$ cat config.mk
export PLATFORM = sky130hd
export DESIGN_NAME = plsu_cell
export DESIGN_NICKNAME = d
export VERILOG_FILES = /design/src/design/positional_list_store_unit_defines.svh /design/src/design/plsu_pkg.sv /design/src/design/plsu_cell.sv
export SDC_FILE = /design/constraint.sdc
export NUM_CORES = 1
export LEC_CHECK = 0
export BUFFER_PORTS_ARGS = -buffer_cell sky130_fd_sc_hd__clkbuf_2
export CORE_MARGIN = 2
export CORE_UTILIZATION = 33
export DETAILED_ROUTE_END_ITERATION = 8
export GPL_TIMING_DRIVEN = 0
export PLACE_DENSITY = 0.77
export SETUP_SLACK_MARGIN = 0.3
export SLEW_MARGIN = 15
export SYNTH_ARGS = -nofsm -noshare
export SYNTH_HDL_FRONTEND = slang
export SYNTH_SLANG_ARGS = --single-unit
$ cat constraint.sdc
create_clock -name clk -period 2.7 [get_ports clk]
set_input_delay 0.27 -clock clk [delete_from_list [all_inputs] [get_ports clk]]
set_output_delay 0.27 -clock clk [all_outputs]
set_load 0.02 [all_outputs]
$ cat src/design/positional_list_store_unit_defines.svh
// Assertion macros for the list store control module, plsu_ctrl.
// Each macro expects clk and rst_n in scope of the module that uses it.
`ifndef POSITIONAL_LIST_STORE_UNIT_DEFINES_SVH
`define POSITIONAL_LIST_STORE_UNIT_DEFINES_SVH

// Check an implication in the same cycle.
`define PLSU_ASSERT_NOW(label, ante, cons, msg) \
  label: assert property (@(posedge clk) disable iff (!rst_n) (ante) |-> (cons)) \
    else $error(msg);

// Check an implication in the next cycle.
`define PLSU_ASSERT_NEXT(label, ante, cons, msg) \
  label: assert property (@(posedge clk) disable iff (!rst_n) (ante) |=> (cons)) \
    else $error(msg);

`endif

$ cat src/design/plsu_pkg.sv
// Shared types and constants for the positional list store.
// No dependencies.
package plsu_pkg;

  localparam int ACTION_W = 2;
  localparam int POS_W    = 8;
  localparam int DATA_W   = 32;
  localparam int COUNT_W  = 7;

  // Action codes; the fourth code is unused and rejected.
  typedef enum logic [ACTION_W-1:0] {
    ACT_GET    = 2'd0,
    ACT_INSERT = 2'd1,
    ACT_DELETE = 2'd2
  } act_t;

  // Per-cycle shift command broadcast to every cell.
  typedef struct packed {
    logic shift_up;
    logic shift_down;
  } cmd_t;

endpackage

$ cat src/design/plsu_cell.sv
// One slot of the list: holds an element and trades it with its neighbors.
// Depends on plsu_pkg.
module plsu_cell import plsu_pkg::*; #(
  parameter int IDXW = 6,
  parameter int IDX  = 0
) (
  input  logic                     clk,
  input  cmd_t                     cmd,
  input  logic [IDXW-1:0]          pos_idx,
  input  logic signed [DATA_W-1:0] value,
  input  logic signed [DATA_W-1:0] prev_data,
  input  logic signed [DATA_W-1:0] next_data,
  output logic signed [DATA_W-1:0] data,
  output logic signed [DATA_W-1:0] rd_data
);

  localparam logic [IDXW-1:0] MY_IDX = IDXW'(IDX);

  logic signed [DATA_W-1:0] data_r;
  logic signed [DATA_W-1:0] data_nxt;
  logic                     at_pos;
  logic                     above_pos;

  assign at_pos    = (pos_idx == MY_IDX);
  assign above_pos = (MY_IDX >= pos_idx);

  // Take the new value, the lower neighbor or the upper neighbor
  always_comb begin
    data_nxt = data_r;
    if (cmd.shift_up && above_pos) begin
      data_nxt = at_pos ? value : prev_data;
    end else if (cmd.shift_down && above_pos) begin
      data_nxt = next_data;
    end
  end

  always_ff @(posedge clk) begin
    data_r <= data_nxt;
  end

  // Drive the read bus only when addressed
  assign data    = data_r;
  assign rd_data = at_pos ? data_r : '0;

endmodule

### After elaboration in Yosys (flattened, before gate mapping)

Cells that the tools add are included.

* output and inout bits: 64
* bits in registers: 32
* logic and storage cells: 10
* bits of input ports: 105

* order comparisons: 1
* multiplexer cells: 4
* reduce and logical (&&, ||, !) cells: 4

Operator list (number)
* $mux 32: 4
* $ge 1x6->1 const A: 1
* $logic_not 6->1: 1
* $logic_and 1x1->1: 2
* $reduce_bool 2->1: 1

### Depth between registers and ports, before layout

* word-level depth: 4
* depth in mapped cells: 5
* gate-level depth less buffers: 3

### Worst setup path before layout

No wires, ideal clock.

* path kind: input-to-reg
* start: in pos_idx[5]
* end: reg data_r[0], in the netlist data[0] (enable)
* path buffers: 1
* arrival: 2.172 ns
* setup time: 0.391 ns
* slack: 0.137 ns
* stages on the path: 4
* required time: 2.309 ns
* cell sequence: or4_1 nor3_1 clkbuf_1 o21a_1

* longest elaborated chain between the ends: 3
* elaborated cells between the ends (all ways): 4
* classes of those cells: 1 x order compare; 3 x reduce/logical

Ends and longest elaborated chain
* from (decl): line plsu_cell.sv:9 `input logic [IDXW-1:0] pos_idx,`
* $ge 1x6->1 *: line plsu_cell.sv:25 `assign above_pos = (MY_IDX >= pos_idx);`
* $logic_and 1x1->1 (on tied branches): line plsu_cell.sv:30, plsu_cell.sv:32
* $reduce_bool 2->1 (no line) *
* to (signal assigned): line plsu_cell.sv:38 `data_r <= data_nxt;`
* to (decl): line plsu_cell.sv:19 `logic signed [DATA_W-1:0] data_r;`

Every way passes the cells marked *; elsewhere a longest branch is shown, timed or not.
A chain may end at the register's enable or synchronous reset.

### Worst setup path after layout

* start: in pos_idx[5]
* end: out rd_data[26]

* longest elaborated chain between the ends: 2

Ends and longest elaborated chain
* $logic_not 6->1: line plsu_cell.sv:24 `assign at_pos = (pos_idx == MY_IDX);`
* $mux 32: line plsu_cell.sv:43 `assign rd_data = at_pos ? data_r : '0;`
* to (decl): line plsu_cell.sv:14 `output logic signed [DATA_W-1:0] rd_data`

No other way between the ends.

==> flow_metrics.py <==
metrics = {
    "status": {
        "status": "finished, final reports clean",
    },
    "logic_synthesis": {
        "yosys-mux-area-fraction": 0.2708,
        "cell_area_after_synthesis_um2": 1747,
        "post_synth_adder_cell_area": 0,
        "post_synth_and_or_nand_nor_area_fraction": 0.1275,
        "syn-num-nets": 212,
        "synth.top_cell.area_share": 0.5501,
        "yosys_warnings": 0,
        "synth_edf_count": 32,
        "synth.ff_latch_count": 32,
        "synth-xor-area-share": 0,
        "main_combinational_cell_family_by_area_after_synthesis": "multiplexers",
        "syn-mean-instance-area_um2": 16.32,
        "ys_seq_area_frac": 0.5501,
        "post-synth-top-area-cell": "sky130_fd_sc_hd__edfxtp_1",
        "netlist-cell-type-count": 11,
        "synth_top_cells_by_count": "sky130_fd_sc_hd__and2_1 (32), sky130_fd_sc_hd__edfxtp_1 (32), sky130_fd_sc_hd__mux2_4 (30), sky130_fd_sc_hd__buf_12 (3), sky130_fd_sc_hd__clkbuf_1 (3)",
        "synth-compound-area-share": 0.004298,
        "postSynth.topFlopCell": "sky130_fd_sc_hd__edfxtp_1",
        "area_contributors_post_synth": "sky130_fd_sc_hd__edfxtp_1 (55%), sky130_fd_sc_hd__mux2_4 (26%), sky130_fd_sc_hd__and2_1 (11%)",
        "ys_async_sr_fraction": 0,
        "synthCells": 107,
    },
    "setup_path": {
        "critPathMaxStageDelay_ns": 0.55,
        "path_common_cell": "sky130_fd_sc_hd__clkbuf_2",
        "worst-setup-path-type": "input port to output pin",
        "cpMaxStageDelayCell": "sky130_fd_sc_hd__or4_1",
        "timing.critical_path.to_type": "output pin",
        "path_cells": "clkbuf_2, or4_1, nor3_2, clkbuf_1, and2_1, clkbuf_2",
        "worst_ep_arrival_time_ns": 1.94,
        "required_ns": 2.43,
        "critical_path.startpoint_type": "input port",
        "critPathMaxFanout": 10,
    },
    "floorplanning": {
        "die_height_um": 76.75,
        "placementRows": 26,
        "core_area_um2": 5107,
        "die_area_um2": 5891,
        "initial_utilization": 0.3420,
        "io_pins": 169,
        "die_x_um": 76.75,
    },
    "timing": {
        "max_clock_freq_mhz": 452.8,
        "finalMaxSlewViolations": 0,
        "min_period_ns": 2.208,
        "worst_pin_slew_ns": 0.4422,
        "unrepaired_setup_endpoints_after_global_routing": "false",
        "setup_viol_count_final": 0,
        "relSlewSlack": 0.7052,
        "finalWorstSetupSlack_ns": 0.4915,
        "fin_worst_hold_slack_ns": 0.2922,
        "hold_viol_final": 0,
        "finalCritPeriodShare": 0.8180,
        "setup-tns-final_ns": 0,
    },
    "clocking": {
        "cts-root-buf": "sky130_fd_sc_hd__clkbuf_8",
        "cts_made_buffers": 5,
        "h-tree-depth": 2,
        "clk_pin_slew_ns": 0.06,
        "clock_tree_from_tritoncts": "done",
        "post-cts-setup-buffers": 0,
        "maximum_count_of_clock_buffers_along_a_single_path": 2,
        "tritoncts_num_sinks": 32,
    },
    "final_layout": {
        "share_of_final_layout_standard_cells_stronger_than_drive_strength_1": 0.7171,
        "finish.cell_count_without_fillers": 321,
        "multi_input_comb_area_um2": 715.7,
        "num-fill-cells": 446,
        "largest_register_ffs": 32,
        "synthToLayoutAreaGrowth_pct": 50.79,
        "antenna-diode-count": 0,
        "register_area_um2": 960.9,
        "finish.instance_area_um2": 2634,
        "nets": 355,
    },
    "pwr": {
        "power.static_leakage_nw": 1.366,
        "ir_drop_v": 0.0002733,
        "power.density_nw_per_um2": 418.4,
    },
    "global_routing": {
        "grt.overflow.total": 0,
        "grt_first_pass_wirelength_um": 6313,
        "grt_antenna_before_repair": 0,
        "grt_max_degree": 33,
        "first_global_vias": 1362,
        "grt_util_all_layers": 0.1374,
    },
    "routing": {
        "route.detailed.wl_per_inst_um": 12.72,
        "drc": 0,
        "postRouteWirelength_um": 4084,
        "final_antenna_violating_net_count": 0,
        "highest_layer": "met4",
        "met1Wirelength_um": 1611,
        "total_met3_wirelength_after_detailed_routing_um": 368,
        "post_drt_via_cell_ratio": 4.255,
        "drt_iter0_drc": 79,
        "wl_met2_um": 2028,
        "detail_route.first_pass.iterations": 3,
        "dr_total_vias": 1366,
    },
    "place": {
        "place.detailed.instances": 313,
        "port-buffer-count": 136,
        "finalWeightedCongestion": 0.7642,
        "post_dp_cell_area_um2": 2516,
        "dp_slack_ns": -0.1996,
    },
    "run": {
        "timing.max_cap.violations": 0,
    },
    "min_path": {
        "holdCritPathClass": "input port to register",
    },
}
## kinds of logic after synthesis
kind of cell    Yosys count
mux                      32
buf+inv                   7
simple gates             35
compound gates            1
flops                    32
## where the power goes
group	internal [mW]	leakage, nW	total (mW)	switching, mW
combinational	0.0768	1.02	0.115	0.0385
clock	0.268	0.0532	0.433	0.164
sequential	0.552	0.288	0.554	0.00205
total	0.897	1.37	1.10	0.205
## routing by layer
layer | vias to the layer above | track usage
li1 | 673 | -
met1 | 598 | 0.1554
met2 | 87 | 0.2272
met3 | 8 | 0.04941
met4 | 0 | 0.07091
met5 | - | 0
## cells in the final DEF (no fill, tap or decap)
cell type / count
sky130_fd_sc_hd__buf_12: 3
sky130_fd_sc_hd__edfxtp_1: 32
sky130_fd_sc_hd__clkbuf_2: 136
sky130_fd_sc_hd__nor3_2: 1
sky130_fd_sc_hd__o21a_4: 1
sky130_fd_sc_hd__or4_1: 1
sky130_fd_sc_hd__clkbuf_1: 3
sky130_fd_sc_hd__mux2_2: 2
sky130_fd_sc_hd__mux2_4: 30
sky130_fd_sc_hd__or4b_1: 1
sky130_fd_sc_hd__bufinv_16: 1
sky130_fd_sc_hd__clkbuf_8: 5
sky130_fd_sc_hd__buf_6: 1
sky130_fd_sc_hd__clkinv_1: 2
sky130_fd_sc_hd__and2_1: 32
## metrics by stage
step           total power, mW  utilization
3_3_place_gp            0.6777       0.4927
6_report                 1.102       0.5157
5_1_grt                  1.147       0.5157
4_1_cts                  1.121       0.5157
3_5_place_dp            0.6809       0.4927
2_1_floorplan           0.6170            -
## critical path: cells and delay by family
family	cells	cell delay, ns
simple gates	3	1.04
buf+inv	3	0.62
## what timing repair did
action,4_1_cts,5_1_grt
endpoints found under the setup margin,44,0
gates resized for setup,2,0
hold buffers,0,0
## final cells by class
cell class | instances | share of cell area
flip-flops and latches | 32 | 0.3648
multi-input cells | 68 | 0.2717
repair buffers | 136 | 0.2584
well taps | 70 | 0.03325
plain buffers | 7 | 0.03135
clock buffers | 5 | 0.02613
clock inverters | 3 | 0.01425
## worst paths after layout
check	from	to	slack, ns	cells past startpoint
worst max-delay path	pos_idx[5]	rd_data[26]	0.49	6
worst min-delay path	next_data[22]	data[22]	0.29	2
Note: power is estimated with default switching activity, not from simulation.
