`config.mk`:
```
export PLATFORM = sky130hd
export DESIGN_NAME = plsu_ctrl
export DESIGN_NICKNAME = d
export VERILOG_FILES = /design/src/design/plsu_pkg.sv /design/src/design/plsu_ctrl.sv
export VERILOG_INCLUDE_DIRS = /design/src /design/src/design
export SDC_FILE = /design/constraint.sdc
export NUM_CORES = 1
export LEC_CHECK = 0
export ABC_AREA = 1
export BUFFER_PORTS_ARGS = -buffer_cell sky130_fd_sc_hd__buf_4
export CAP_MARGIN = 5
export CORE_MARGIN = 5
export CORE_UTILIZATION = 44
export DETAILED_ROUTE_END_ITERATION = 16
export PLACE_DENSITY = 0.76
export SLEW_MARGIN = 20
export SYNTH_ARGS = -nofsm -noshare
export SYNTH_HDL_FRONTEND = slang
export SYNTH_SLANG_ARGS = --single-unit
```
`constraint.sdc`:
```
create_clock -name clk -period 2.3 [get_ports clk]
set_input_delay 0.115 -clock clk [delete_from_list [all_inputs] [get_ports clk]]
set_output_delay 0.115 -clock clk [all_outputs]
set_load 0.005 [all_outputs]
```
`src/design/positional_list_store_unit_defines.svh`:
```
// Assertion macros for the list store control module, plsu_ctrl.
// Each macro expects clk and rst_n in scope of the module that uses it.
`ifndef POSITIONAL_LIST_STORE_UNIT_DEFINES_SVH
`define POSITIONAL_LIST_STORE_UNIT_DEFINES_SVH

// Check an implication in the same cycle.
`define PLSU_ASSERT_NOW(label, ante, cons, msg) \
  label: assert property (@(posedge clk) disable iff (!rst_n) (ante) |-> (cons)) \
    else $error(msg);

// Check an implication in the next cycle.
`define PLSU_ASSERT_NEXT(label, ante, cons, msg) \
  label: assert property (@(posedge clk) disable iff (!rst_n) (ante) |=> (cons)) \
    else $error(msg);

`endif

```
`src/design/plsu_pkg.sv`:
```
// Shared types and constants for the positional list store.
// No dependencies.
package plsu_pkg;

  localparam int ACTION_W = 2;
  localparam int POS_W    = 8;
  localparam int DATA_W   = 32;
  localparam int COUNT_W  = 7;

  // Action codes; the fourth code is unused and rejected.
  typedef enum logic [ACTION_W-1:0] {
    ACT_GET    = 2'd0,
    ACT_INSERT = 2'd1,
    ACT_DELETE = 2'd2
  } act_t;

  // Per-cycle shift command broadcast to every cell.
  typedef struct packed {
    logic shift_up;
    logic shift_down;
  } cmd_t;

endpackage

```
`src/design/plsu_ctrl.sv`:
```
// Action decode, range checks, element count and result register.
// Depends on plsu_pkg and positional_list_store_unit_defines.svh.
`include "positional_list_store_unit_defines.svh"
module plsu_ctrl import plsu_pkg::*; #(
  parameter int CAPACITY = 64,
  parameter int IDXW     = 6,
  parameter int FW       = 7
) (
  input  logic                     clk,
  input  logic                     rst_n,
  input  logic                     start,
  input  logic [ACTION_W-1:0]      action,
  input  logic [POS_W-1:0]         position,
  input  logic signed [DATA_W-1:0] rd_data,
  output cmd_t                     cmd,
  output logic [IDXW-1:0]          pos_idx,
  output logic                     out_valid,
  output logic                     out_status,
  output logic signed [DATA_W-1:0] out_element,
  output logic [COUNT_W-1:0]       out_count
);

  localparam int CW = ((FW > POS_W) ? FW : POS_W) + 1;

  logic [FW-1:0]            fill_r, fill_nxt;
  logic                     valid_r, valid_nxt;
  logic                     status_r, status_nxt;
  logic signed [DATA_W-1:0] element_r, element_nxt;
  logic [COUNT_W-1:0]       count_r, count_nxt;
  logic [CW-1:0]            pos_x;
  logic [CW-1:0]            fill_x;
  logic                     pos_nz;
  logic                     rd_ok;
  logic                     ins_ok;
  logic [POS_W-1:0]         pos_m1;

  assign pos_x  = CW'(position);
  assign fill_x = CW'(fill_r);
  assign pos_nz = (position != '0);
  assign rd_ok  = pos_nz && (pos_x <= fill_x);
  assign ins_ok = pos_nz && (fill_x < CW'(CAPACITY)) && (pos_x <= fill_x + CW'(1));
  assign pos_m1 = position - POS_W'(1);
  assign pos_idx = IDXW'(pos_m1);

  // Decode the action and form the result
  always_comb begin
    cmd         = '0;
    fill_nxt    = fill_r;
    status_nxt  = 1'b1;
    element_nxt = '0;
    if (start) begin
      unique case (act_t'(action))
        ACT_GET: begin
          if (rd_ok) begin
            status_nxt  = 1'b0;
            element_nxt = rd_data;
          end
        end
        ACT_INSERT: begin
          if (ins_ok) begin
            status_nxt   = 1'b0;
            cmd.shift_up = 1'b1;
            fill_nxt     = fill_r + FW'(1);
          end
        end
        ACT_DELETE: begin
          if (rd_ok) begin
            status_nxt     = 1'b0;
            element_nxt    = rd_data;
            cmd.shift_down = 1'b1;
            fill_nxt       = fill_r - FW'(1);
          end
        end
        default: begin
          status_nxt = 1'b1;
        end
      endcase
    end
    valid_nxt = start;
    count_nxt = COUNT_W'(fill_nxt);
  end

  // Hold the count and the one-cycle result strobe
  always_ff @(posedge clk) begin
    if (!rst_n) begin
      fill_r  <= '0;
      valid_r <= 1'b0;
    end else begin
      fill_r  <= fill_nxt;
      valid_r <= valid_nxt;
    end
  end

  always_ff @(posedge clk) begin
    status_r  <= status_nxt;
    element_r <= element_nxt;
    count_r   <= count_nxt;
  end

  assign out_valid   = valid_r;
  assign out_status  = status_r;
  assign out_element = element_r;
  assign out_count   = count_r;

  `PLSU_ASSERT_NOW(a_fill_cap, 1'b1, fill_x <= CW'(CAPACITY), "fill above capacity")
  `PLSU_ASSERT_NOW(a_cmd_excl, 1'b1, !(cmd.shift_up && cmd.shift_down), "both shifts active")
  `PLSU_ASSERT_NEXT(a_ins_grow, cmd.shift_up, fill_r == $past(fill_r) + FW'(1), "insert did not grow")
  `PLSU_ASSERT_NEXT(a_err_hold, start && status_nxt, $stable(fill_r) && out_status, "error changed fill")
  `PLSU_ASSERT_NEXT(a_strobe, start, out_valid && (out_count == COUNT_W'(fill_r)), "result missing")

endmodule

```
* Yosys cells after proc, flatten, opt, wreduce, memory -nomap -nowiden *
Index checks and enable logic that the tools add are counted.

operators by class
  $lt $le $gt $ge = 3
  $add $sub $neg = 4
  equality and inequality tests = 2
  reductions and logical operators = 7
  mux-type cells = 12

operator list
  cell                                                                 count
  7-bit 2-to-1 mux                                                     3
  7-bit one-hot mux with 2 select lines                                1
  7-bit by 1-bit adder with 8-bit output (second input constant)       1
  8-bit by 7-bit <= comparator with 1-bit output                       1
  8-bit <= comparator                                                  1
  8-bit nonzero test                                                   1
  7-bit by 1-bit adder with 7-bit output (second input constant)       1
  7-bit less-than comparator (second input constant)                   1
  7-bit by 1-bit subtractor with 7-bit output (second input constant)  1
  1-bit 2-to-1 mux                                                     6
  6-bit by 1-bit subtractor with 6-bit output (second input constant)  1
  1-bit logical AND                                                    3
  3-bit AND reduction                                                  1
  2-bit by 1-bit == test with 1-bit output (second input constant)     1
  2-bit == test (second input constant)                                1
  2-bit zero test                                                      1
  2-bit 2-to-1 mux                                                     1
  1-bit one-hot mux with 2 select lines                                1
  2-bit OR reduction                                                   1

storage, ports and cells
  logic and storage cells = 33
  output and inout port bits = 49
  register bits after elaboration = 48
  input port bits = 45

* Longest topological paths before layout *
Gate-level depths: netlist of the first run.

  depth in word-level cells = 6
  depth in mapped cells = 17
  mapped depth without buffers = 17

* Least setup slack after synthesis of the first run *
No wires, ideal clock.

  kind = register to register
  start point = register fill_r[0]
  end point = register fill_r[0]
  cell stages (with the launch flop) = 16
  slack = 0.118 ns
  setup time = 0.123 ns
  buffers on the path = 0
  arrival = 2.059 ns
  period minus slack after synthesis = 2.182 ns
  cells stage by stage = dfxtp_1 > ha_1 > nand4_1 > nor2_1 > xor2_1 > ha_1 > nand2_1 > nor2_1 > nor2_1 > nand2_1 > nand2_1 > nand2_2 > nand2_1 > nand3_1 > nand2_1 > a21oi_1

on the way
  cells in the longest elaborated chain, start to end = 6
  elaborated cells between the ends (all ways) = 13
  classes of those cells = add/sub (3); order compare (3); mux (4); reduce/logical (3)

ends and longest elaborated chain
  what                                                                                         line             source
  start: declaration                                                                           plsu_ctrl.sv:25  logic [FW-1:0] fill_r, fill_nxt;
  start signal: assignment                                                                     plsu_ctrl.sv:89  fill_r <= fill_nxt;
  7-bit by 1-bit adder with 8-bit output / 7-bit less-than comparator (equally long branches)  plsu_ctrl.sv:41  assign ins_ok = pos_nz && (fill_x < CW'(CAPACITY)) && (pos_x <= fill_x + CW'(1));
  8-bit <= comparator / 1-bit logical AND (equally long branches)                              plsu_ctrl.sv:41
  1-bit logical AND                                                                            plsu_ctrl.sv:41
  7-bit 2-to-1 mux                                                                             plsu_ctrl.sv:60  if (ins_ok) begin
  7-bit one-hot mux with 2 select lines                                                        plsu_ctrl.sv:52  unique case (act_t'(action))
  7-bit 2-to-1 mux *                                                                           plsu_ctrl.sv:51  if (start) begin

Mark *: on every way between the ends. The rest lies on a longest branch, timed or not.
A chain may end at the register's enable or synchronous reset.

==> flow_metrics.tcl, run 1 <==
set metrics [dict create \
    status "finished with violations" \
    violations "setup timing" \
    crit-reg2reg-launch "fill_r[1]$_SDFF_PN0_" \
    rows 27 \
    synthFlopType "dfxtp_1" \
    instances_no_fill 515 \
    dr.pass1.iters 4 \
    critPathArrivalTime_ps 2290 \
    rsz0062_at_grt "true" \
    synth.distinct_cells 26 \
    grt-ovfl-total 0 \
    reg2reg_to "fill_r[0]$_SDFF_PN0_" \
    ys_seq_elements 48 \
    slew_headroom_pct 73.2 \
    area_growth_syn_to_layout_pct 46.5 \
    yosysTopAreaCell "dfxtp_1" \
    synthArstFlopShare_pct 0 \
    slew_viol_final 0 \
    place_area_sq_um 3290 \
    routedWlPerCell_um 12.3 \
    synthTopCellsByArea "dfxtp_1 39%, ha_1 12%, inv_1 11%" \
    synth_edf_count 0 \
    yosysWarnings 0 \
    skew_ps 3.99 \
    timing.final.crit_share_pct 105 \
    synth_nets 398 \
    fmax_mhz 415 \
    grt_pass1_wl_mm 10.1 \
    clkTransAtPathRegs_ps 80 \
    synth_cells 330 \
    maxCapViolCount 0 \
    setup_viol 9 \
    hold_buffers 0 \
    layout_min_cycle_time_ps 2410 \
    cp_max_fo 4 \
    io_pins 94 \
    syn_area_per_cell_sq_um 7.45 \
    cp-endpoint "cmd[1]" \
    tightest_slew_ps 401 \
    crit_required_ps 2180 \
    die_h_um 84.8 \
    drtIter0Drc 126 \
    finalHoldViolCount 0 \
    clockRootBuffer "clkbuf_8" \
    fin_ws_ps -110 \
    crit_chain "ha_4 > nand4_1 > nor2_2 > xor2_1 > ha_1 > nand2_2 > nor2_2 > nor2_1 > nand2_1 > nand2_2 > nand3_2 > nor2_1 > buf_4" \
    tritoncts "yes" \
    clock_path_buffers 2 \
    crit_path_end_kind "primary output" \
    grt_max_degree 33 \
    cts_buffers 5 \
    fin_area_sq_um 3600 \
    drc 0 \
    dieArea_sq_um 7190 \
    synth_area_sq_um 2460 \
    dp_hpwl_mm 4.83 \
    hold_class "in -> reg" \
    slowest_delay_ps 390 \
    detailroute.via_count 2352 \
    power_density_nw_per_um2 536 \
    rrSetupSlack_ps -60 \
    first_global_vias 2276 \
    ir_drop_mv 0.379 \
    layout.nets 510 \
    vias_per_cell 4.57 \
    worstRegToRegCells 16 \
    portBuffers 93 \
    h-tree-depth 2 \
    critPathLaunchType "register" \
    grt_use_total_pct 17.0 \
    dp.cells 501 \
    globalplace.congestion 0.846 \
    clk_latency_ps 300 \
    synth_top_cell_area_share_pct 39.1 \
    cp_slowest_cell "dfxtp_4" \
    postRouteAntennaNets 0 \
    crit_type "reg -> out" \
    start_util_pct 44.9 \
    pre_cts_ws_ps -85.9 \
    diodes 0 \
    wl_mm 6.34 \
    power_leakage_uw 0.00197 \
    seq_area_frac_synth_pct 39.1 \
    antenna_found_initial 0 \
    drive_above_1_share_pct 38.8 \
    clock_sinks 48 \
    die_x_um 84.8 \
    cp-startpoint "fill_r[1]$_SDFF_PN0_" \
    core_sq_um 5470 \
]
-- metrics by stage --
stage | TNS (ps) | hold slack (ps) | util (%) | power (uW)
4_1_cts | -16.8 | 6.00 | 64.5 | 1930
6_report | -429 | 8.68 | 65.9 | 1930
3_3_place_gp | 0 | 311 | 60.2 | 1270
5_1_grt | -2570 | 15.6 | 65.9 | 2050
3_5_place_dp | -490 | 316 | 60.2 | 1280
2_1_floorplan | 0 | 208 | - | 1110
-- repair_timing --
item,4_1_cts,5_1_grt
hold endpoints to repair,0,0
resized for setup,23,16
setup buffers,4,2
pin swaps,11,19
setup endpoints to repair,13,17
-- sequential cells by signal (all words and copies together), names as in the netlist --
register     count
fill_r           7
out_element     32
out_count        7
out_status       1
out_valid        1
-- routing by layer --
layer | GRT usage (%) | vias up | routed length, um
met5 | 0 | - | 0
met4 | 5.04 | 0 | 101
met3 | 4.22 | 14 | 431
met2 | 30.7 | 82 | 3380
met1 | 19.8 | 1043 | 2430
li1 | - | 1213 | -
-- worst max-delay path, delay by kind of cell (launching register included) --
kind                       cells  cell delay [ps]
DFF                            1              390
xor gates and xnor gates       1              160
and+or+nand+nor                9              940
buffers and inverters          1              120
adders and majority gates      2              400
-- where the power goes --
part           leakage, uW  internal [uW]  total (uW)  switching (uW)
registers         0.000394            862         881            18.6
clock network    0.0000614            355         631             275
logic              0.00151            202         421             219
total              0.00197           1420        1930             512
-- placed cells by master (no fill, tap or decap), types with 2 or more instances in the layout --
master	netlist	layout
xnor2_1	2	2
nand3_2	0	2
ha_4	0	3
nand3_1	27	24
xor2_2	0	2
nor2_1	45	41
buf_6	4	2
xor2_1	8	6
nor3_1	2	2
inv_1	69	67
nor2_2	15	18
dfxtp_2	0	4
clkbuf_8	0	6
nand4_1	5	5
inv_2	2	4
nor2_4	1	2
buf_4	2	109
nand2_2	1	6
dfxtp_4	0	3
a21oi_1	7	6
ha_1	23	20
o21ai_1	1	2
dfxtp_1	48	41
nand2_4	2	3
nand2_1	58	52
-- cell usage after synthesis (2+ instances only) --
| library cell | count |
|---|---|
| a21oi_1 | 7 |
| buf_4 | 2 |
| buf_6 | 4 |
| dfxtp_1 | 48 |
| ha_1 | 23 |
| inv_1 | 69 |
| inv_2 | 2 |
| nand2_1 | 58 |
| nand2_4 | 2 |
| nand3_1 | 27 |
| nand4_1 | 5 |
| nor2_1 | 45 |
| nor2_2 | 15 |
| nor3_1 | 2 |
| o21ai_0 | 2 |
| xnor2_1 | 2 |
| xor2_1 | 8 |
-- worst min path at each step --
stage / depth (start not counted) / slack [ps] / endpoint / from
2_1_floorplan: 2 / 210 / out_valid$_SDFF_PN0_ / start
3_3_place_gp: 3 / 310 / out_valid$_SDFF_PN0_ / rst_n
3_5_place_dp: 3 / 320 / out_valid$_SDFF_PN0_ / rst_n
4_1_cts: 3 / 6 / out_valid$_SDFF_PN0_ / rst_n
5_1_grt: 3 / 20 / out_element[22]$_SDFF_PN0_ / rd_data[22]
6_report: 3 / 9 / out_valid$_SDFF_PN0_ / rst_n
-- cell families (layout without fill, tap and decap cells) --
group | after synthesis | after routing | synth area share [%]
simple gates | 158 | 158 | 29.2
buf+inv | 78 | 191 | 13.4
flops | 48 | 48 | 39.1
fa+ha+maj | 23 | 23 | 11.7
compound gates | 13 | 13 | 3.00
xor+xnor | 10 | 10 | 3.56
-- final cells by class --
cell class                      count  area [sq um]
Tap cell                           72          90.1
Timing Repair Buffer              112           861
Multi-Input combinational cell    204          1290
Clock buffer                        6          82.6
Clock inverter                      2          38.8
Inverter                           71           267
Fill cell                         474          1870
Sequential cell                    48           977
Note: power is estimated with default switching activity, not from simulation.
==> run 2, diff against run 1 <==
- PLACE_DENSITY: 0.76 -> 0.86
==> run 2 against run 1 <==
The flow still finishes with violations (setup timing). Worst setup slack lost 47 ps. Combinational power grew 2%. Critical path depth is the same. First-iteration DRC count shrank 7.1%. Clock skew grew 6.1 ps. Critical path type unchanged.
==> flow_metrics.tcl, run 2 (synthesis gave the netlist of run 1 again) <==
set metrics [dict create \
    status "finished with violations" \
    violations "setup timing" \
    nFillCells 422 \
    fin_ws_ps -157 \
    grt-ovfl-total 0 \
    p_total_uw 1920 \
    start_util_pct 44.9 \
    hold_buffers 0 \
    rsz0062_at_grt "true" \
    clockRootBuffer "clkbuf_8" \
    first_global_vias 2381 \
    worstRegToRegCells 16 \
    timing.final.crit_share_pct 107 \
    slew_viol_final 0 \
    slew_headroom_pct 72.8 \
    die_h_um 84.8 \
    wl_mm 6.98 \
    dieArea_sq_um 7190 \
    diodes 0 \
    die_x_um 84.8 \
    crit_chain "ha_4 > nand4_1 > nor2_2 > xor2_1 > ha_1 > nand2_2 > nor2_1 > nor2_1 > nand2_1 > nand2_2 > nand3_2 > nor2_2 > buf_4" \
    largest_reg_flops 32 \
    drc 0 \
    skew_ps 10.1 \
    portBuffers 93 \
    maxCapViolCount 0 \
    fmax_mhz 407 \
    cp_slowest_cell "dfxtp_4" \
    final_common_cell "buf_4" \
    clkTransAtPathRegs_ps 80 \
    setup_viol 16 \
    clk_latency_ps 300 \
    grt_max_degree 33 \
    globalplace.congestion 0.964 \
    cts_buffers 5 \
    layout_min_cycle_time_ps 2460 \
    grt_use_total_pct 17.2 \
    h-tree-depth 2 \
    routedWlPerCell_um 13.5 \
    rows 27 \
    critPathArrivalTime_ps 2340 \
    slowest_delay_ps 400 \
    drtIter0Drc 117 \
    power_leakage_uw 0.00196 \
    tritoncts "yes" \
    crit_type "reg -> out" \
    antenna_found_initial 0 \
    ir_drop_mv 0.453 \
    layout.nets 511 \
    finalHoldViolCount 0 \
    core_sq_um 5470 \
    grt_pass1_wl_mm 10.4 \
    instances_no_fill 516 \
    final_cell_mix "111 x buf_4, 67 x inv_1, 50 x nand2_1" \
    hold_class "in -> reg" \
    postRouteAntennaNets 0 \
    dp_hpwl_mm 4.97 \
    multiInputGateArea_sq_um 1280 \
    clock_path_buffers 2 \
    drive_above_1_share_pct 39.6 \
    area_growth_syn_to_layout_pct 46.1 \
    cp_max_fo 4 \
    hold-path-cell-count 3 \
    power_density_nw_per_um2 534 \
    dr.pass1.iters 5 \
    critPathLaunchType "register" \
    crit_required_ps 2180 \
    detailroute.via_count 2411 \
    io_pins 94 \
    tightest_slew_ps 407 \
    vias_per_cell 4.67 \
    seq_area_sq_um 975 \
    clock_sinks 48 \
    pre_cts_ws_ps -133 \
    crit_path_end_kind "primary output" \
    dp.cells 501 \
]
-- run 2: final cells by class --
cell class                      instances  area share (%)
Clock buffer                            5            1.91
Clock inverter                          3            1.29
Inverter                               71            7.41
Multi-Input combinational cell        204            35.7
Sequential cell                        48            27.1
Tap cell                               72            2.51
Timing Repair Buffer                  113            24.1
-- run 2: layer usage --
layer / global-route usage [%] / share of wire [%] / vias up
met5: 0 / 0 / -
met4: 6.33 / 2.6 / 0
met3: 3.93 / 5.8 / 18
met2: 32.0 / 55 / 79
met1: 19.0 / 36 / 1100
li1: - / - / 1214
-- run 2: repair_timing --
| item | CTS | global route |
|---|---|---|
| buffers inserted | 4 | 3 |
| cloned | 0 | 0 |
| pin swaps | 12 | 13 |
| resized for setup | 10 | 28 |
| endpoints found under the setup margin | 16 | 31 |
-- run 2: stage by stage --
| step | TNS (ps) | instance area (sq um) | utilization (%) | hold WS (ps) |
|---|---|---|---|---|
| after floorplan | 0 | 2460 | - | 208 |
| after global placement | 0 | 3290 | 60.2 | 310 |
| after detailed placement | -1190 | 3290 | 60.2 | 313 |
| after CTS | -63.7 | 3470 | 63.5 | 1.75 |
| after global routing | -4280 | 3590 | 65.7 | 23.2 |
| final | -1630 | 3590 | 65.7 | 10.2 |
-- run 2: final timing paths --
check	start	slack, ps	end
worst max-delay path	fill_r[1]$_SDFF_PN0_	-160	cmd[1]
worst min register to register	fill_r[6]$_SDFF_PN0_	610	out_count[6]$_DFF_P_
worst max register to register	fill_r[1]$_SDFF_PN0_	-150	fill_r[0]$_SDFF_PN0_
worst min-delay path	rst_n	10	out_valid$_SDFF_PN0_
-- run 2: power breakdown --
| group | switching, uW | leakage, uW | internal (uW) |
|---|---|---|---|
| Sequential | 18.9 | 0.000394 | 863 |
| Clock | 281 | 0.0000548 | 327 |
| Combinational | 227 | 0.00151 | 204 |
| Total | 527 | 0.00196 | 1390 |
-- run 2: critical path: cells and delay by family, from the launching register on --
kind / cells / cell delay, ps
adders and majority gates: 2 / 410
DFF: 1 / 400
buffers and inverters: 1 / 110
and+or+nand+nor: 9 / 940
xor gates and xnor gates: 1 / 190
